### src/hw/rtl/msts_pkg.sv
// ----------------------------------------------------------------------------
// msts_pkg
// Shared types, constants and the cable code decoder for the spare length
// block.
// ----------------------------------------------------------------------------
package msts_pkg;

    localparam int LEN_W   = 6;
    localparam int TOTAL_W = 18;
    localparam int CODE_W  = 8;
    localparam int CFG_W   = 7;
    localparam int IDX_W   = 6;

    localparam logic [LEN_W-1:0]   LONGEST   = 6'd52;
    localparam logic [TOTAL_W-1:0] TOTAL_MAX = 18'h3FFFF;

    typedef struct packed {
        logic accept;
        logic start;
        logic init_step;
        logic scan_rd;
        logic advance;
        logic merge;
        logic union_step;
        logic load_out;
        logic clear_step;
    } msts_cmd_t;

    typedef struct packed {
        logic init_done;
        logic tree_full;
        logic join_ok;
        logic last_pos;
        logic scan_done;
        logic union_done;
        logic out_free;
        logic clear_done;
    } msts_sts_t;

    function automatic logic [LEN_W-1:0] code_to_length(input logic [CODE_W-1:0] code);
        logic [LEN_W-1:0] len;
        len = '0;
        if (code >= 8'h61 && code <= 8'h7A)
        begin
            len = LEN_W'(code - 8'h60);
        end
        else if (code >= 8'h41 && code <= 8'h5A)
        begin
            len = LEN_W'(code - 8'h41 + 8'd27);
        end
        return len;
    endfunction

endpackage

### src/hw/rtl/msts_ctrl.sv
// ----------------------------------------------------------------------------
// msts_ctrl
// Sequencer: load, label init, edge scan by weight, component merge, result
// handoff and matrix clear.
// ----------------------------------------------------------------------------
module msts_ctrl
    import msts_pkg::*;
(
    input  logic       clk,
    input  logic       rst_n,
    input  logic       in_valid,
    input  logic       last_entry,
    output logic       in_stall,
    input  msts_sts_t  sts,
    output msts_cmd_t  cmd
);

    localparam logic [2:0] ST_IDLE   = 3'd0;
    localparam logic [2:0] ST_INIT   = 3'd1;
    localparam logic [2:0] ST_SCAN   = 3'd2;
    localparam logic [2:0] ST_CHECK  = 3'd3;
    localparam logic [2:0] ST_UNION  = 3'd4;
    localparam logic [2:0] ST_RESULT = 3'd5;
    localparam logic [2:0] ST_CLEAR  = 3'd6;

    logic [2:0] state_reg;
    logic [2:0] state_next;

    assign in_stall = (state_reg != ST_IDLE);

    always_comb
    begin
        cmd        = '0;
        state_next = state_reg;
        unique case (state_reg)
            ST_IDLE:
            begin
                if (in_valid)
                begin
                    cmd.accept = 1'b1;
                    if (last_entry)
                    begin
                        cmd.start  = 1'b1;
                        state_next = ST_INIT;
                    end
                end
            end
            ST_INIT:
            begin
                cmd.init_step = 1'b1;
                if (sts.init_done)
                begin
                    state_next = sts.tree_full ? ST_RESULT : ST_SCAN;
                end
            end
            ST_SCAN:
            begin
                cmd.scan_rd = 1'b1;
                state_next  = ST_CHECK;
            end
            ST_CHECK:
            begin
                cmd.advance = 1'b1;
                if (sts.join_ok)
                begin
                    cmd.merge  = 1'b1;
                    state_next = ST_UNION;
                end
                else
                begin
                    state_next = sts.last_pos ? ST_RESULT : ST_SCAN;
                end
            end
            ST_UNION:
            begin
                cmd.union_step = 1'b1;
                if (sts.union_done)
                begin
                    state_next = (sts.tree_full || sts.scan_done) ? ST_RESULT : ST_SCAN;
                end
            end
            ST_RESULT:
            begin
                if (sts.out_free)
                begin
                    cmd.load_out = 1'b1;
                    state_next   = ST_CLEAR;
                end
            end
            ST_CLEAR:
            begin
                cmd.clear_step = 1'b1;
                if (sts.clear_done)
                begin
                    state_next = ST_IDLE;
                end
            end
            default:
            begin
                state_next = ST_IDLE;
            end
        endcase
    end

    always_ff @(posedge clk or negedge rst_n)
    begin
        if (!rst_n)
        begin
            state_reg <= ST_IDLE;
        end
        else
        begin
            state_reg <= state_next;
        end
    end

endmodule

### config.mk
export PLATFORM = sky130hd
export DESIGN_NAME = msts_ctrl
export DESIGN_NICKNAME = d
export VERILOG_FILES = /design/src/hw/rtl/msts_pkg.sv /design/src/hw/rtl/msts_ctrl.sv
export SDC_FILE = /design/constraint.sdc
export NUM_CORES = 1
export LEC_CHECK = 0
export BUFFER_PORTS_ARGS = -buffer_cell sky130_fd_sc_hd__buf_2
export CORE_AREA = 2 2 39 41
export DETAILED_ROUTE_END_ITERATION = 8
export DIE_AREA = 0 0 41 43
export SETUP_SLACK_MARGIN = 0.15
export SKIP_LAST_GASP = 1
export SYNTH_ARGS = -nofsm -noshare
export SYNTH_HDL_FRONTEND = slang
export SYNTH_SLANG_ARGS = --single-unit
export TNS_END_PERCENT = 30
### constraint.sdc
create_clock -name clk -period 1.65 [get_ports clk]
set_input_delay 0.165 -clock clk [delete_from_list [all_inputs] [get_ports clk]]
set_output_delay 0.165 -clock clk [all_outputs]
set_load 0.01 [all_outputs]
==> flow_summary.ini <==
[outcome]
run_status = finished clean

[placed_design]
place.port_buffers = 21
finalWeightedCongestion = 0.830
placedInstanceArea_um2 = 454

[logic_synthesis]
synthDominantAreaCellType = dfrtp_1
synth_enable_flop_cells = 0
post_synth_main_area_contributors = dfrtp_1 (21%), o21ai_0 (7.0%), buf_6 (6.3%)
post-synth-top-area-fraction_pct = 21.1
syn_inst = 43
synth_top_flop_cell = dfrtp_1
ys_warn_count = 0
syn_area_per_cell_um2 = 8.29
synthesis.area_um2 = 357
synth_nets = 55
synth_seq_cells = 3
seq_area_frac_synth_pct = 21.1
post_synth_most_frequent_cells = o21ai_0 (5), dfrtp_1 (3), nand2_1 (3), nor2_1 (3), nor3b_1 (3)
post-synth-top-count-cell = o21ai_0
ys_async_sr_fraction_pct = 100
ys_types = 27

[worst_setup_path]
setup.worst_path.start_class = register
critical_path_peak_fanout = 4
required_time_reported_for_the_critical_path_endpoint_ns = 1.48
critical_path_cell_by_cell = or3_4 -> nor2_1 -> buf_2
crit_end_element = primary output
arrival_time_at_the_worst_endpoint_ns = 1.28
timing.critical_path.slowest_cell_delay_ns = 0.43
timing_worst_setup_path_type = register to primary output
critPathSlowestCell = dfrtp_2

[finish]
syn_to_final_growth_pct = 56.8
largest_reg_flops = 3
post_route_cells_drive_above_1_share_pct = 57.5
final_area_um2 = 559
num-fill-cells = 150
final_net_count = 86
antenna-diode-count = 0

[floorplan]
dieArea_um2 = 1760
pin_count = 22
die_y_um = 43
design.core.area_um2 = 1380
starting_density_of_the_core_pct = 25.8
placement_rows = 14
die_width_um = 41

[global_route]
grt_first_pass_wirelength_um = 1280
grt_start_max_net_pins = 17
grt_antenna_before_repair = 0
first_global_vias = 319
congestion_overflow_gr = 0
track_usage_pct = 10.8

[sta]
post-route-period-util_pct = 87.6
final.min_clock_period_ns = 1.45
highest_clock_frequency_the_design_can_meet_mhz = 692
timing.final.hold_violations = 0
max_slew.worst_pin.slew_ns = 0.250
fin_worst_hold_slack_ns = 0.251
max-slew-margin-rel_pct = 83.3
timing_max_transition_violations_final = 0
timing.setup.tns_ns = 0
fin_worst_skew_ns = 0.00456
final-setup-viol-count = 0
rsz0062_at_grt = no

[pwr]
net-switching-power_mw = 0.430
irDropWorstVdd_mv = 0.495
share_of_total_power_consumed_by_net_switching_pct = 42.8
power_report.internal_total_mw = 0.576
seqPwrFrac_pct = 17.5
power.combinational.fraction_pct = 69.4
power_leakage_nw = 0.279
power_density_nw_per_um2 = 1800
power.clock.fraction_pct = 13.1

[drt]
detail_route.wirelength_um = 973
via_count_of_the_routed_design = 424
drtPass1Iterations = 2
drt_iter0_drc = 2
final_antenna_net_count = 0
routed_via_density = 4.76
route.detailed.wl_per_inst_um = 10.9
post-route-drc-count = 0

[job]
max-cap-violations = 0

[clock_network]
cts.sinks = 3
cts.clk_slew.worst_paths_ns = 0.04
clk-insertion-delay-late_ns = 0.24
clk_root_buf = clkbuf_4
cts_inserted_buffers = 3
tritoncts = built
maximum_level_of_the_cts_h_tree = 1
ctsLongestPathBuffers = 2

[hold_path]
timing.hold.worst.class = primary input to asynchronous set/reset pin
## power groups by stage
stage / logic [mW] / clock network, mW / registers [mW]
finish: 0.698 / 0.132 / 0.176
global route: 0.767 / 0.143 / 0.187
CTS: 0.623 / 0.136 / 0.193
detailed placement: 0.486 / 0 / 0.229
global placement: 0.484 / 0 / 0.222
floorplan: 0.471 / 0 / 0.150
## kinds of logic after synthesis
| family | after synthesis | share of synthesized area, % |
|---|---|---|
| AND/OR/NAND/NOR | 19 | 37.9 |
| AO/OA/AOI/OAI | 14 | 27.4 |
| buffers and inverters | 6 | 10.9 |
| flip-flops | 3 | 21.1 |
| multiplexers | 1 | 2.81 |
## routing by layer
metal	track usage (%)	part of all wire, %
met3	0.524	11
met5	0	0
met4	8.00	2.2
met2	15.3	42
met1	14.7	45
## worst max-delay path, delay by kind of cell (launching register included)
family / cells / cell delay (ns)
flops: 1 / 0.43
buf+inv: 1 / 0.13
simple gates: 2 / 0.49
## placed cells by master, fill, tap and decap left out, types with 2 or more instances in the layout
master    Yosys  layout
a21oi_1       2       2
buf_2         1      22
buf_4         0       5
clkbuf_4      0       3
dfrtp_2       0       3
inv_1         2       2
nand2_1       3       3
nand2b_1      2       2
nor2_1        3       2
nor3b_1       3       3
o21ai_0       5       5
## cell type report
cell class / instances / area (um^2) / area share [%]
flip-flops and latches: 3 / 78.8 / 14.1
repair buffers: 29 / 178 / 31.8
multi-input cells: 34 / 245 / 43.8
clock buffers: 4 / 26.3 / 4.70
well taps: 16 / 20.0 / 3.58
inverters: 3 / 11.3 / 2.01
## repair_timing
item | CTS | global route
gates resized for setup | 3 | 1
endpoints found under the hold margin | 3 | 0
hold buffers | 1 | 0
buffers inserted | 3 | 4
endpoints found under the setup margin | 4 | 2
pin swaps | 0 | 2
## worst paths after layout
kind,end,start,depth (start not counted),slack [ns]
worst min register to register,state_reg[2],state_reg[2],2,0.66
max in group asynchronous,state_reg[0],rst_n,2,1.28
worst min-delay path,state_reg[1],rst_n,2,0.25
min in group clk,state_reg[0],sts[1],4,0.33
worst max register to register,state_reg[1],state_reg[1],4,0.33
worst max-delay path,cmd[8],state_reg[0],3,0.20
## through the flow
step | total power [mW] | util (%) | instances | worst slack, ns
CTS | 0.952 | 38.2 | 85 | 0.156
floorplan | 0.622 | - | 43 | 0.325
global route | 1.10 | 40.4 | 89 | 0.156
global placement | 0.706 | 32.8 | 77 | 0.296
finish | 1.01 | 40.4 | 89 | 0.205
detailed placement | 0.715 | 32.8 | 77 | 0.201
Note: power is estimated with default switching activity, not from simulation.
